--- src/hdl/hcbd_pkg.sv ---
// Shared constants, result type and hex decode for the chunked body decoder.
`timescale 1ns / 1ps

package hcbd_pkg;

  // Default parameter values
  localparam int SIZE_DIGITS_DEF = 8;
  localparam int TOTAL_BITS_DEF  = 40;

  // Fixed widths
  localparam int BYTE_W      = 8;
  localparam int ACC_W       = 32;
  localparam int DCOUNT_W    = 4;
  localparam int SKIP_W      = 2;
  localparam int TOTAL_OUT_W = 40;

  // Delimiter characters
  localparam logic [BYTE_W-1:0] CHAR_CR = 8'h0D;
  localparam logic [BYTE_W-1:0] CHAR_LF = 8'h0A;

  // Number of delimiter bytes dropped after each chunk
  localparam logic [SKIP_W-1:0] DELIM_BYTES = 2'd2;

  // One result transaction
  typedef struct packed {
    logic [BYTE_W-1:0]      out_byte;
    logic                   out_valid;
    logic                   body_done;
    logic                   format_error;
    logic [TOTAL_OUT_W-1:0] total_size;
  } res_t;

  // Hex digit decode: bit 4 set means the character is a hex digit
  function automatic logic [4:0] hex_decode(input logic [BYTE_W-1:0] c);
    logic [4:0] r;
    r = 5'd0;
    if (c >= 8'h30 && c <= 8'h39) begin
      r = {1'b1, c[3:0]};
    end else if ((c >= 8'h61 && c <= 8'h66) || (c >= 8'h41 && c <= 8'h46)) begin
      r = {1'b1, c[3:0] + 4'd9};
    end
    return r;
  endfunction

endpackage

--- src/hdl/hcbd_core.sv ---
// Parser state and per-byte update for the chunked body decoder.
`timescale 1ns / 1ps

module hcbd_core #(
  parameter int SIZE_DIGITS = hcbd_pkg::SIZE_DIGITS_DEF,
  parameter int TOTAL_BITS  = hcbd_pkg::TOTAL_BITS_DEF
) (
  input  logic                        clk,
  input  logic                        rst,
  input  logic                        accept,
  input  logic [hcbd_pkg::BYTE_W-1:0] in_byte,
  output hcbd_pkg::res_t              res
);
  import hcbd_pkg::*;

  localparam int SUM_W = ((TOTAL_BITS > ACC_W) ? TOTAL_BITS : ACC_W) + 1;

  typedef enum logic [2:0] {
    PH_SIZE,
    PH_SIZE_LF,
    PH_DATA,
    PH_SKIP,
    PH_SKIP_LAST,
    PH_DONE,
    PH_ERROR
  } phase_t;

  phase_t                phase, phase_next;
  logic [ACC_W-1:0]      size_acc, size_acc_next;
  logic [DCOUNT_W-1:0]   digit_count, digit_count_next;
  logic [ACC_W-1:0]      bytes_rem, bytes_rem_next;
  logic [SKIP_W-1:0]     delim_skip, delim_skip_next;
  logic [TOTAL_BITS-1:0] running_total, running_total_next;

  logic [4:0]             hex;
  logic [SUM_W-1:0]       sum;
  logic [SKIP_W-1:0]      skip_dec;
  logic [TOTAL_OUT_W-1:0] total_show;
  logic [BYTE_W-1:0]      pass_byte;
  logic                   pass_valid;

  assign hex      = hex_decode(in_byte);
  assign sum      = SUM_W'(running_total) + SUM_W'(size_acc);
  assign skip_dec = delim_skip - SKIP_W'(1);

  // Next-state logic for one byte
  always_comb begin
    phase_next         = phase;
    size_acc_next      = size_acc;
    digit_count_next   = digit_count;
    bytes_rem_next     = bytes_rem;
    delim_skip_next    = delim_skip;
    running_total_next = running_total;
    pass_byte          = '0;
    pass_valid         = 1'b0;

    unique case (phase)
      PH_SIZE: begin
        if (hex[4]) begin
          if (digit_count >= DCOUNT_W'(SIZE_DIGITS)) begin
            phase_next = PH_ERROR;
          end else begin
            // saturate once a further digit would overflow
            if (|size_acc[ACC_W-1:ACC_W-4]) begin
              size_acc_next = '1;
            end else begin
              size_acc_next = {size_acc[ACC_W-5:0], hex[3:0]};
            end
            digit_count_next = digit_count + DCOUNT_W'(1);
          end
        end else if (in_byte == CHAR_CR && digit_count != '0) begin
          phase_next = PH_SIZE_LF;
        end else begin
          phase_next = PH_ERROR;
        end
      end
      PH_SIZE_LF: begin
        if (in_byte != CHAR_LF) begin
          phase_next = PH_ERROR;
        end else begin
          // saturating add of the chunk size
          if (|sum[SUM_W-1:TOTAL_BITS]) begin
            running_total_next = '1;
          end else begin
            running_total_next = sum[TOTAL_BITS-1:0];
          end
          bytes_rem_next = size_acc;
          if (size_acc == '0) begin
            delim_skip_next = DELIM_BYTES;
            phase_next      = PH_SKIP_LAST;
          end else begin
            phase_next = PH_DATA;
          end
        end
      end
      PH_DATA: begin
        pass_byte      = in_byte;
        pass_valid     = 1'b1;
        bytes_rem_next = bytes_rem - ACC_W'(1);
        if (bytes_rem == ACC_W'(1)) begin
          delim_skip_next = DELIM_BYTES;
          phase_next      = PH_SKIP;
        end
      end
      PH_SKIP, PH_SKIP_LAST: begin
        delim_skip_next = skip_dec;
        if (skip_dec == '0) begin
          if (phase == PH_SKIP_LAST) begin
            phase_next = PH_DONE;
          end else begin
            phase_next       = PH_SIZE;
            size_acc_next    = '0;
            digit_count_next = '0;
          end
        end
      end
      PH_DONE: begin
        phase_next = PH_DONE;
      end
      default: begin
        phase_next = PH_ERROR;
      end
    endcase
  end

  // Shown total saturates at the output width
  generate
    if (TOTAL_BITS > TOTAL_OUT_W) begin : g_total_sat
      assign total_show = (|running_total_next[TOTAL_BITS-1:TOTAL_OUT_W]) ?
                          '1 : running_total_next[TOTAL_OUT_W-1:0];
    end else begin : g_total_ext
      assign total_show = TOTAL_OUT_W'(running_total_next);
    end
  endgenerate

  // Result for this byte
  assign res = '{
    out_byte:     pass_byte,
    out_valid:    pass_valid,
    body_done:    (phase_next == PH_DONE),
    format_error: (phase_next == PH_ERROR),
    total_size:   total_show
  };

  // State registers
  always_ff @(posedge clk) begin
    if (rst) begin
      phase         <= PH_SIZE;
      size_acc      <= '0;
      digit_count   <= '0;
      bytes_rem     <= '0;
      delim_skip    <= '0;
      running_total <= '0;
    end else if (accept) begin
      phase         <= phase_next;
      size_acc      <= size_acc_next;
      digit_count   <= digit_count_next;
      bytes_rem     <= bytes_rem_next;
      delim_skip    <= delim_skip_next;
      running_total <= running_total_next;
    end
  end

endmodule

--- src/hdl/hcbd_out_buf.sv ---
// Two-entry result buffer: output register plus skid entry.
`timescale 1ns / 1ps

module hcbd_out_buf (
  input  logic           clk,
  input  logic           rst,
  input  logic           push,
  input  hcbd_pkg::res_t push_res,
  output logic           full,
  output logic           result_valid,
  input  logic           result_stall,
  output hcbd_pkg::res_t head
);
  import hcbd_pkg::*;

  logic main_valid;
  logic skid_valid;
  res_t skid;
  logic take;

  assign take         = main_valid && !result_stall;
  assign result_valid = main_valid;
  assign full         = skid_valid;

  // Control: skid only fills while the head is held
  always_ff @(posedge clk) begin
    if (rst) begin
      main_valid <= 1'b0;
      skid_valid <= 1'b0;
    end else if (push) begin
      if (take || !main_valid) begin
        main_valid <= 1'b1;
      end else begin
        skid_valid <= 1'b1;
      end
    end else if (take) begin
      main_valid <= skid_valid;
      skid_valid <= 1'b0;
    end
  end

  // Payload
  always_ff @(posedge clk) begin
    if (push) begin
      if (take || !main_valid) begin
        head <= push_res;
      end else begin
        skid <= push_res;
      end
    end else if (take && skid_valid) begin
      head <= skid;
    end
  end

endmodule

--- src/hdl/http_chunked_body_decoder.sv ---
// Top level of the HTTP/1.1 chunked transfer body decoder.
//
// Input channel: in_valid / in_stall carry one raw body byte (in_byte) per
// transaction. Output channel: result_valid / result_stall carry one result
// per input byte: out_byte, out_valid (byte is chunk payload), body_done,
// format_error (sticky) and total_size (sum of announced chunk sizes).
// Each result is registered in the output register, or in the skid entry.
// Throughput: one byte per cycle while in_stall is low; the parser update is
// combinational between the parser state registers and the result register.
// A two-entry result buffer (output register plus skid entry) lets a byte be
// accepted while the previous result waits; in_stall rises only when both
// entries hold results, i.e. after the receiver stalled while a byte came in.
// Reset (rst, synchronous) returns the parser to the start of a size line,
// clears the total and empties the result buffer; no clearing pass.
// After an error or the end of the body every further byte still yields a
// result with out_valid low.
`timescale 1ns / 1ps

module http_chunked_body_decoder #(
  parameter int SIZE_DIGITS = hcbd_pkg::SIZE_DIGITS_DEF,
  parameter int TOTAL_BITS  = hcbd_pkg::TOTAL_BITS_DEF
) (
  input  logic                             clk,
  input  logic                             rst,
  input  logic                             in_valid,
  output logic                             in_stall,
  input  logic [hcbd_pkg::BYTE_W-1:0]      in_byte,
  output logic                             result_valid,
  input  logic                             result_stall,
  output logic [hcbd_pkg::BYTE_W-1:0]      out_byte,
  output logic                             out_valid,
  output logic                             body_done,
  output logic                             format_error,
  output logic [hcbd_pkg::TOTAL_OUT_W-1:0] total_size
);
  import hcbd_pkg::*;

  logic accept;
  logic full;
  res_t res;
  res_t head;

  assign in_stall = full;
  assign accept   = in_valid && !full;

  hcbd_core #(
    .SIZE_DIGITS (SIZE_DIGITS),
    .TOTAL_BITS  (TOTAL_BITS)
  ) u_core (
    .clk     (clk),
    .rst     (rst),
    .accept  (accept),
    .in_byte (in_byte),
    .res     (res)
  );

  hcbd_out_buf u_out_buf (
    .clk          (clk),
    .rst          (rst),
    .push         (accept),
    .push_res     (res),
    .full         (full),
    .result_valid (result_valid),
    .result_stall (result_stall),
    .head         (head)
  );

  assign out_byte     = head.out_byte;
  assign out_valid    = head.out_valid;
  assign body_done    = head.body_done;
  assign format_error = head.format_error;
  assign total_size   = head.total_size;

endmodule

--- config.mk ---
export PLATFORM = sky130hd
export DESIGN_NAME = http_chunked_body_decoder
export DESIGN_NICKNAME = d
export VERILOG_FILES = /design/src/hdl/hcbd_pkg.sv /design/src/hdl/hcbd_core.sv /design/src/hdl/hcbd_out_buf.sv /design/src/hdl/http_chunked_body_decoder.sv
export SDC_FILE = /design/constraint.sdc
export NUM_CORES = 1
export LEC_CHECK = 0
export BUFFER_PORTS_ARGS = -buffer_cell sky130_fd_sc_hd__buf_2
export CAP_MARGIN = 20
export CORE_MARGIN = 2
export CORE_UTILIZATION = 40
export DETAILED_ROUTE_END_ITERATION = 10
export GPL_TIMING_DRIVEN = 0
export RECOVER_POWER = 50
export SYNTH_ARGS = -nofsm -noshare
export SYNTH_HDL_FRONTEND = slang
export SYNTH_SLANG_ARGS = --single-unit
--- constraint.sdc ---
create_clock -name clk -period 6 [get_ports clk]
set_input_delay 1.5 -clock clk [delete_from_list [all_inputs] [get_ports clk]]
set_output_delay 1.5 -clock clk [all_outputs]
set_load 0.005 [all_outputs]
==> results of run 1 <==
[flip-flops by register name, indices dropped and copies added (netlist names)]
register and cells:
u_core.bytes_rem 32, u_core.digit_count 4, u_core.phase 3, u_core.size_acc 32, u_core.delim_skip 2, u_out_buf.head 51, u_out_buf.full 1, u_out_buf.result_valid 1
u_out_buf.skid 51, u_core.running_total 40
[area by class of cell]
class,instances,share of cell area [%]
antenna,1,0.0183
timing repair buffer,66,2.43
inverter,28,0.770
multi-input combinational,1010,44.0
buffer,88,2.75
clock inverter,16,1.77
clock buffer,32,5.39
sequential,217,39.3
tap,390,3.57
[worst max-delay path: stages, from the launching register on]
cell and delay, ns:
dfxtp_1 0.50, ha_1 0.29, clkbuf_1 0.18, a2111oi_0 0.43, o21ai_0 0.28, a221oi_1 0.54, nor3_1 0.18, nor2_1 0.39
o21ai_0 0.56, buf_2 0.42, nor3b_1 0.34, nor2_1 0.11
[synthesized netlist by cell type (all sizes together) (9+ instances only)]
library cell	n	share of area, %
mux2	9	0.86
nand2	179	5.7
o221ai	13	0.96
nor2	122	3.9
nand4	16	0.84
a21oi	165	7.0
xor2	19	1.4
o21ai	78	3.3
o31ai	11	0.70
o211ai	37	2.3
a21o	12	0.76
xnor2	23	1.7
clkbuf	67	2.2
edfxtp	102	26
nand3	39	1.6
nor4	20	1.2
ha	41	4.3
nor2b	9	0.48
and3	20	1.1
or3	11	0.58
inv	28	0.89
dfxtp	115	19
a31oi	20	1.1
buf	21	0.98
nor3	31	1.3
a211oi	21	1.4
[cells by family (layout without fill, tap and decap cells)]
family | count (synthesis) | in the layout | synth area share (%)
fa+ha+maj | 42 | 42 | 4.50
mux | 13 | 13 | 1.19
flops | 217 | 217 | 45.3
compound gates | 424 | 424 | 22.5
simple gates | 489 | 489 | 19.3
other cells | 0 | 1 | 0
xor+xnor | 42 | 42 | 3.10
buf+inv | 116 | 230 | 4.09
[power groups by stage]
stage | clock (uW) | combinational (uW) | sequential [uW]
floorplan | 0 | 256 | 1650
global placement | 0 | 394 | 1650
detailed placement | 0 | 402 | 1650
CTS | 1830 | 404 | 1620
global route | 1890 | 445 | 1620
finish | 1790 | 406 | 1620
[routing by layer]
metal / GRT usage, % / vias up
li1: - / 5175
met1: 35.7 / 5192
met2: 36.8 / 461
met3: 4.33 / 64
met4: 6.23 / 0
met5: 0 / -
[how the worst max path moves through the flow]
| stage | start | end | slack, ns | cells after the start |
|---|---|---|---|---|
| finish | u_core.size_acc[7] | u_out_buf.head[20] | 1.54 | 11 |
| global route | u_core.size_acc[7] | u_out_buf.head[2] | 1.24 | 11 |
| CTS | in_byte[4] | u_core.bytes_rem[3] | 1.77 | 10 |
| detailed placement | in_byte[4] | u_core.bytes_rem[2] | 1.22 | 10 |
| global placement | in_valid | u_out_buf.head[42] | -1.34 | 6 |
| floorplan | in_valid | u_out_buf.head[0] | 0.76 | 5 |
[through the flow]
stage / hold WS (ns) / setup TNS, ns / instances
floorplan: 0.445 / 0 / 1343
global placement: 0.461 / -67.41 / 1796
detailed placement: 0.474 / 0 / 1798
CTS: 0.481 / 0 / 1846
global route: 0.512 / 0 / 1847
finish: 0.480 / 0 / 1848
==> flow_metrics.py, run 1 <==
metrics = {
    "status": {
        "outcome": "finished, final reports clean",
    },
    "layout": {
        "mostFrequentLayoutCell": "nand2_1",
        "drive_gt1_share_pct": 8.99,
        "final_core_util_pct": 46.4,
        "areaGrowthSynthToFinish_pct": 15.2,
        "final_cell_mix": "nand2_1 (179), a21oi_1 (163), nor2_1 (121)",
        "multiInputGateArea_um2": 6010,
        "regArea_um2": 5370,
        "fin_area_um2": 13700,
        "fillers": 2911,
        "layout.nets": 1491,
    },
    "yosys": {
        "yosys_warnings": 0,
        "synth_edf_count": 102,
        "syn_avg_cell_area_um2": 8.83,
        "ys.flop_type": "dfxtp_1",
        "netlist_area_um2": 11900,
        "seq_area_frac_synth_pct": 45.3,
        "synthesis.nets": 1397,
        "synth-seq-cells": 217,
        "async_flop_share_pct": 0,
        "synth_cell_types": 74,
        "synthCells": 1343,
    },
    "sta": {
        "slew_headroom_pct": 13.7,
        "max_freq_mhz": 224,
        "finalSetupViolCount": 0,
        "fin_ws_ns": 1.54,
        "skew_ns": 0.0234,
        "final_max_slew_viol_count": 0,
        "worst_pin_slew_ns": 1.28,
        "rsz0062_at_grt": "no",
        "hold_viol_final": 0,
        "period_needed_ns": 4.46,
        "period_share_pct": 74.3,
    },
    "clock_tree": {
        "postCtsSetupBuffers": 0,
        "clk_latency_ns": 0.54,
        "cts_tree": "built",
        "cts.sinks": 217,
        "clock_path_buffers": 3,
        "clockRootBuffer": "clkbuf_16",
        "cts_htree_levels": 1,
        "cts_buffers": 26,
        "post_cts_resized": 0,
        "clkTransAtPathRegs_ns": 0.06,
        "holdBufCountCts": 0,
    },
    "global_route": {
        "grt_pass1_vias": 9991,
        "grt_overflow": 0,
        "grt_pass1_wl_um": 58500,
        "antenna_found_initial": 1,
        "track_usage_pct": 24.3,
        "grt_max_degree": 36,
    },
    "floorplan": {
        "die_h_um": 176,
        "io-pin-count": 65,
        "core_area_um2": 29400,
        "die-area_um2": 31000,
        "initial_core_util_pct": 40.3,
        "rows": 63,
        "die_w_um": 176,
    },
    "place": {
        "pre_cts_slack_ns": 1.22,
        "gp_congestion": 0.934,
        "placed_area_um2": 12700,
        "dp_hpwl_um": 28000,
        "io_buffers": 63,
    },
    "critical_path": {
        "path_max_fanout": 10,
        "worstReg2RegEnd": "u_out_buf.head[20]",
        "ff2ff_path_depth": 11,
        "reg2reg_slack_ns": 1.54,
        "path_class": "flop to flop",
        "start_kind": "flop",
        "critPathRequiredTime_ns": 6.28,
        "worstSetupEndpointType": "flop",
        "cp.arrival_ns": 4.73,
        "r2r_start": "u_core.size_acc[7]",
    },
    "detailed_routing": {
        "wirelength_um": 38300,
        "wl_per_cell_um": 20.7,
        "wl_met1_um": 17500,
        "drc_errors": 0,
        "dr_wl_met3_um": 3150,
        "firstDrtPassIters": 8,
        "via_per_inst": 5.89,
        "routed-via-count": 10900,
        "drt_iter0_drc": 1205,
        "top_layer": "met4",
        "ant_nets": 0,
        "wl_met2_um": 16900,
    },
    "power_and_ir_drop": {
        "internal_power_uw": 2850,
        "combinationalPowerShare_pct": 10.6,
        "peakVddDrop_mv": 0.214,
        "switching_power_uw": 970,
        "p_total_uw": 3820,
        "power_density_nw_per_um2": 280,
        "p_leak_uw": 0.00508,
        "p_sw_share_pct": 25.4,
        "seqPwrFrac_pct": 42.4,
        "clkPwrFrac_pct": 47.0,
    },
    "hold_path": {
        "holdPathEnd": "u_core.bytes_rem[23]",
        "min_from": "u_core.bytes_rem[23]",
        "hold_path_depth": 2,
        "holdCritPathClass": "flop to flop",
    },
    "run": {
        "drv_cap": 0,
    },
}
Power figures use the tool's default switching activity.
==> run 2, diff against run 1 <==
==> constraint.sdc (replaced) <==
create_clock -name clk -period 3.62 [get_ports clk]
set_input_delay 0.905 -clock clk [delete_from_list [all_inputs] [get_ports clk]]
set_output_delay 0.905 -clock clk [all_outputs]
set_load 0.005 [all_outputs]
==> run 2 against run 1 <==
Compared with the run above: largest power group is now sequential cells; design area shrank 0.54%; critical endpoint is now u_core.bytes_rem[21]; power grew 51%; sequential cell count is the same; via count is essentially flat; first-iteration DRC count shrank 3.7%; routed wire length grew 0.49%; sequential share of layout area grew 0.21 points; critical path depth shrank 2; global-route usage is essentially flat; core utilization shrank 0.25 points; clock power grew 34%; worst hold slack lost 0.0077 ns.
==> flow_metrics.py, run 2 (same netlist as run 1, synthesis figures left out) <==
metrics = {
    "global_route": {
        "grt_max_degree": 36,
        "grt_pass1_vias": 10100,
        "grt_pass1_wl_um": 58600,
        "track_usage_pct": 24.3,
        "grt_overflow": 0,
        "antenna_found_initial": 0,
    },
    "place": {
        "io_buffers": 63,
        "gp_congestion": 0.940,
        "placed_area_um2": 12700,
        "dp_hpwl_um": 28000,
    },
    "layout": {
        "final_core_util_pct": 46.2,
        "n_antenna_cell": 0,
        "final_cell_mix": "nand2_1 (179), a21oi_1 (162), nor2_1 (117)",
        "largest_registers": "u_out_buf.head: 51 flops, u_out_buf.skid: 51 flops, u_core.running_total: 40 flops",
        "layout.nets": 1496,
        "mostFrequentLayoutCell": "nand2_1",
        "fin_area_um2": 13600,
        "areaGrowthSynthToFinish_pct": 14.6,
        "drive_gt1_share_pct": 9.79,
    },
    "clock_tree": {
        "cts.sinks": 217,
        "cts_htree_levels": 1,
        "holdBufCountCts": 0,
        "clock_path_buffers": 3,
        "clkTransAtPathRegs_ns": 0.06,
        "cts_tree": "built",
        "clk_latency_ns": 0.53,
        "clockRootBuffer": "clkbuf_16",
        "cts_buffers": 25,
    },
    "floorplan": {
        "rows": 63,
        "die_w_um": 176,
        "die_h_um": 176,
        "core_area_um2": 29400,
        "die-area_um2": 31000,
        "io-pin-count": 65,
        "initial_core_util_pct": 40.3,
    },
    "sta": {
        "finalSetupViolCount": 0,
        "period_share_pct": 96.0,
        "rsz0062_at_grt": "no",
        "final_max_slew_viol_count": 0,
        "skew_ns": 0.0137,
        "holdWs_ns": 0.472,
        "slew_headroom_pct": 28.0,
        "hold_viol_final": 0,
        "max_freq_mhz": 288,
        "period_needed_ns": 3.47,
        "fin_tns_setup_ns": 0,
        "worst_pin_slew_ns": 1.08,
    },
    "status": {
        "outcome": "finished, final reports clean",
    },
    "power_and_ir_drop": {
        "clkPwrFrac_pct": 41.6,
        "p_total_uw": 5760,
        "switching_power_uw": 1570,
        "p_leak_uw": 0.00501,
        "internal_power_uw": 4190,
        "peakVddDrop_mv": 0.283,
        "p_sw_share_pct": 27.2,
        "power_density_nw_per_um2": 424,
        "combinationalPowerShare_pct": 11.8,
        "seqPwrFrac_pct": 46.6,
    },
    "run": {
        "drv_cap": 0,
    },
    "detailed_routing": {
        "firstDrtPassIters": 6,
        "drc_errors": 0,
        "wl_per_cell_um": 20.8,
        "ant_nets": 0,
        "drt_iter0_drc": 1161,
        "routed-via-count": 10900,
        "wirelength_um": 38400,
        "via_per_inst": 5.88,
    },
    "critical_path": {
        "cp.arrival_ns": 3.92,
        "critPathRequiredTime_ns": 4.07,
        "start_kind": "primary input",
        "path_class": "primary input to flop",
        "worstSetupEndpointType": "flop",
        "path_max_fanout": 10,
    },
    "hold_path": {
        "holdCritPathClass": "flop to flop",
    },
}
[run 2: cell count changes in the layout (fill, tap and decap cells not counted), sizes merged, moves of 2 or more]
cell / previous run / this run
buf: 58 / 64
bufinv: 6 / 1
clkbuf: 128 / 124
clkinv: 5 / 11
clkinvlp: 5 / 3
inv: 28 / 30
[run 2: repair_timing]
action | 4_1_cts | 5_1_grt
setup endpoints to repair | 81 | 75
buffers inserted | 3 | 4
gates resized for setup | 7 | 20
pin swaps | 2 | 2
[run 2: layout make-up]
class	instances	area [um2]
multi-input combinational	1010	6110
inverter	28	105
buffer	88	377
fill	2891	15800
tap	390	488
clock buffer	28	637
sequential	217	5370
timing repair buffer	72	372
clock inverter	17	124
[run 2: final timing paths]
path | startpoint | end | slack [ns] | cells after the start
worst max-delay path | in_byte[4] | u_core.bytes_rem[21] | 0.15 | 9
worst min-delay path | u_core.bytes_rem[23] | u_core.bytes_rem[23] | 0.47 | 2
worst max register to register | u_core.size_acc[12] | u_out_buf.head[35] | 0.15 | 10
worst min register to register | u_core.bytes_rem[23] | u_core.bytes_rem[23] | 0.47 | 2
[run 2: power groups by stage]
stage | Combinational (uW) | Sequential (uW) | Clock (uW)
after floorplan | 425 | 2740 | 0
after global placement | 656 | 2740 | 0
after detailed placement | 667 | 2740 | 0
after CTS | 673 | 2680 | 2430
after global routing | 745 | 2690 | 2540
final | 677 | 2680 | 2400
[run 2: metrics by stage]
stage / instances / setup WS, ns
finish: 1850 / 0.146
global route: 1850 / 0.00773
CTS: 1846 / 0.00142
detailed placement: 1798 / -0.684
global placement: 1796 / -1.49
floorplan: 1343 / 0.113
[run 2: layer usage]
metal / global-route usage [%] / up-vias / wire (um) / part of all wire, %
met5: 0 / - / 0 / 0
met4: 8.16 / 0 / 1230 / 3.2
met3: 5.15 / 74 / 3040 / 7.9
met2: 36.3 / 410 / 16400 / 43
met1: 34.8 / 5209 / 17800 / 46
li1: - / 5194 / - / -
[run 2: critical path, stage by stage]
cell	delay (ns)
clkbuf_1	0.11
nor4_1	0.39
and4b_1	0.34
nand2_1	0.32
clkbuf_1	0.47
a21oi_2	0.49
clkbuf_1	0.47
o221ai_1	0.24
a21oi_1	0.19
==> run 3, diff against run 2 <==
--- a/config.mk
+++ b/config.mk
@@ -11,7 +11,7 @@
 export CORE_UTILIZATION = 40
 export DETAILED_ROUTE_END_ITERATION = 10
 export GPL_TIMING_DRIVEN = 0
-export RECOVER_POWER = 50
+export RECOVER_POWER = 100
 export SYNTH_ARGS = -nofsm -noshare
 export SYNTH_HDL_FRONTEND = slang
 export SYNTH_SLANG_ARGS = --single-unit
==> run 3 against run 2 <==
Compared with the run above: routed wire length shrank 0.21%; highest routed layer unchanged; register-to-register slack is essentially flat; critical endpoint is now u_out_buf.skid[26]; global-route usage unchanged.
==> flow_metrics.py, run 3 (same netlist as run 1, synthesis figures left out) <==
metrics = {
    "status": {
        "outcome": "finished, final reports clean",
    },
    "floorplan": {
        "rows": 63,
        "die_h_um": 176,
        "die-area_um2": 31000,
        "core_area_um2": 29400,
        "die_w_um": 176,
        "initial_core_util_pct": 40.3,
        "io-pin-count": 65,
    },
    "layout": {
        "largest_registers": "u_out_buf.head: 51 flops, u_out_buf.skid: 51 flops, u_core.running_total: 40 flops",
        "final-instance-count-excl-fill": 1850,
        "fillers": 2898,
        "final_core_util_pct": 46.1,
        "layout.nets": 1496,
        "drive_gt1_share_pct": 9.59,
        "mostFrequentLayoutCell": "nand2_1",
        "n_antenna_cell": 0,
        "areaGrowthSynthToFinish_pct": 14.4,
        "final_cell_mix": "nand2_1 (179), a21oi_1 (163), nor2_1 (118)",
    },
    "detailed_routing": {
        "via_per_inst": 5.87,
        "ant_nets": 0,
        "drc_errors": 0,
        "drt_iter0_drc": 1184,
        "firstDrtPassIters": 5,
        "wirelength_um": 38400,
        "routed-via-count": 10900,
        "wl_per_cell_um": 20.7,
    },
    "power_and_ir_drop": {
        "p_total_uw": 5750,
        "p_leak_uw": 0.00500,
        "power_density_nw_per_um2": 424,
        "peakVddDrop_mv": 0.284,
    },
    "critical_path": {
        "start_kind": "primary input",
        "worstReg2RegEnd": "u_out_buf.head[35]",
        "ff2ff_path_depth": 10,
        "r2r_start": "u_core.size_acc[12]",
        "cp.arrival_ns": 3.69,
        "path_class": "primary input to flop",
        "worstSetupEndpointType": "flop",
        "critPathRequiredTime_ns": 3.81,
        "path_max_fanout": 35,
        "reg2reg_slack_ns": 0.14,
    },
    "clock_tree": {
        "holdBufCountCts": 0,
        "cts_tree": "built",
        "clockRootBuffer": "clkbuf_16",
        "clock_path_buffers": 3,
        "cts.sinks": 217,
        "clkTransAtPathRegs_ns": 0.06,
        "clk_latency_ns": 0.53,
        "cts_htree_levels": 1,
        "cts_buffers": 25,
    },
    "hold_path": {
        "hold_path_depth": 2,
        "min_from": "u_core.bytes_rem[23]",
        "holdPathEnd": "u_core.bytes_rem[23]",
        "holdCritPathClass": "flop to flop",
    },
    "place": {
        "dp_hpwl_um": 28000,
        "dpl.cell_count": 1798,
        "pre_cts_slack_ns": -0.684,
        "io_buffers": 63,
        "gp_congestion": 0.940,
    },
    "global_route": {
        "grt_pass1_vias": 10100,
        "track_usage_pct": 24.3,
        "grt_overflow": 0,
        "grt_max_degree": 36,
        "antenna_found_initial": 0,
        "grt_pass1_wl_um": 58600,
    },
    "sta": {
        "hold_viol_final": 0,
        "period_share_pct": 96.7,
        "slew_headroom_pct": 28.8,
        "holdWs_ns": 0.472,
        "finalSetupViolCount": 0,
        "final_max_slew_viol_count": 0,
        "fin_ws_ns": 0.120,
        "worst_pin_slew_ns": 1.06,
        "rsz0062_at_grt": "no",
        "skew_ns": 0.0112,
        "period_needed_ns": 3.50,
        "max_freq_mhz": 286,
    },
    "run": {
        "drv_cap": 0,
    },
}
==> run 3: final cells by class <==
type / instances / area (um2) / area share, %
tap: 390 / 488 / 3.60
multi-input combinational: 1010 / 6100 / 45.0
clock buffer: 28 / 637 / 4.70
sequential: 217 / 5370 / 39.6
buffer: 88 / 377 / 2.78
timing repair buffer: 72 / 358 / 2.64
clock inverter: 17 / 124 / 0.914
inverter: 28 / 105 / 0.775
==> run 3: repair_timing <==
item                                   4_1_cts  5_1_grt
setup endpoints to repair                   81       75
pin swaps                                    2        2
gates resized for setup                      7       20
endpoints found under the hold margin        0        0
setup buffers                                3        4
==> run 3: worst max-delay path by stage <==
stage	startpoint	end	cells after the start	slack, ns
6_report	in_valid	u_out_buf.skid[26]	6	0.12
5_1_grt	u_core.size_acc[7]	u_out_buf.head[31]	11	0.006
4_1_cts	u_core.size_acc[7]	u_out_buf.skid[30]	10	0.001
3_5_place_dp	in_byte[4]	u_core.bytes_rem[3]	10	-0.68
3_3_place_gp	in_valid	u_out_buf.skid[42]	5	-1.49
2_1_floorplan	in_valid	u_out_buf.head[0]	5	0.11
==> run 3: power by group <==
group          total (uW)  switching [uW]  internal [uW]
Sequential           2680            39.3           2650
Combinational         674             469            205
Clock                2400            1060           1340
==> run 3: through the flow <==
| stage | setup TNS, ns | area [um2] |
|---|---|---|
| 4_1_cts | 0 | 13500 |
| 2_1_floorplan | 0 | 11900 |
| 5_1_grt | 0 | 13600 |
| 6_report | 0 | 13600 |
| 3_5_place_dp | -47.88 | 12700 |
| 3_3_place_gp | -171.28 | 12700 |
==> run 3: metal layers <==
metal  up-vias  part of all wire (%)  global-route usage [%]
li1       5186                     -                       -
met1      5197                    46                    34.8
met2       412                    43                    36.3
met3        71                   8.1                    5.15
met4         0                   3.0                    8.16
met5         -                     0                       0
==> run 3: worst max-delay path, stage by stage <==
cell and delay [ns]:
clkbuf_1 0.13, nor2b_1 0.26, clkbuf_1 0.60, clkbuf_1 0.79, and3_2 0.63, buf_8 0.34
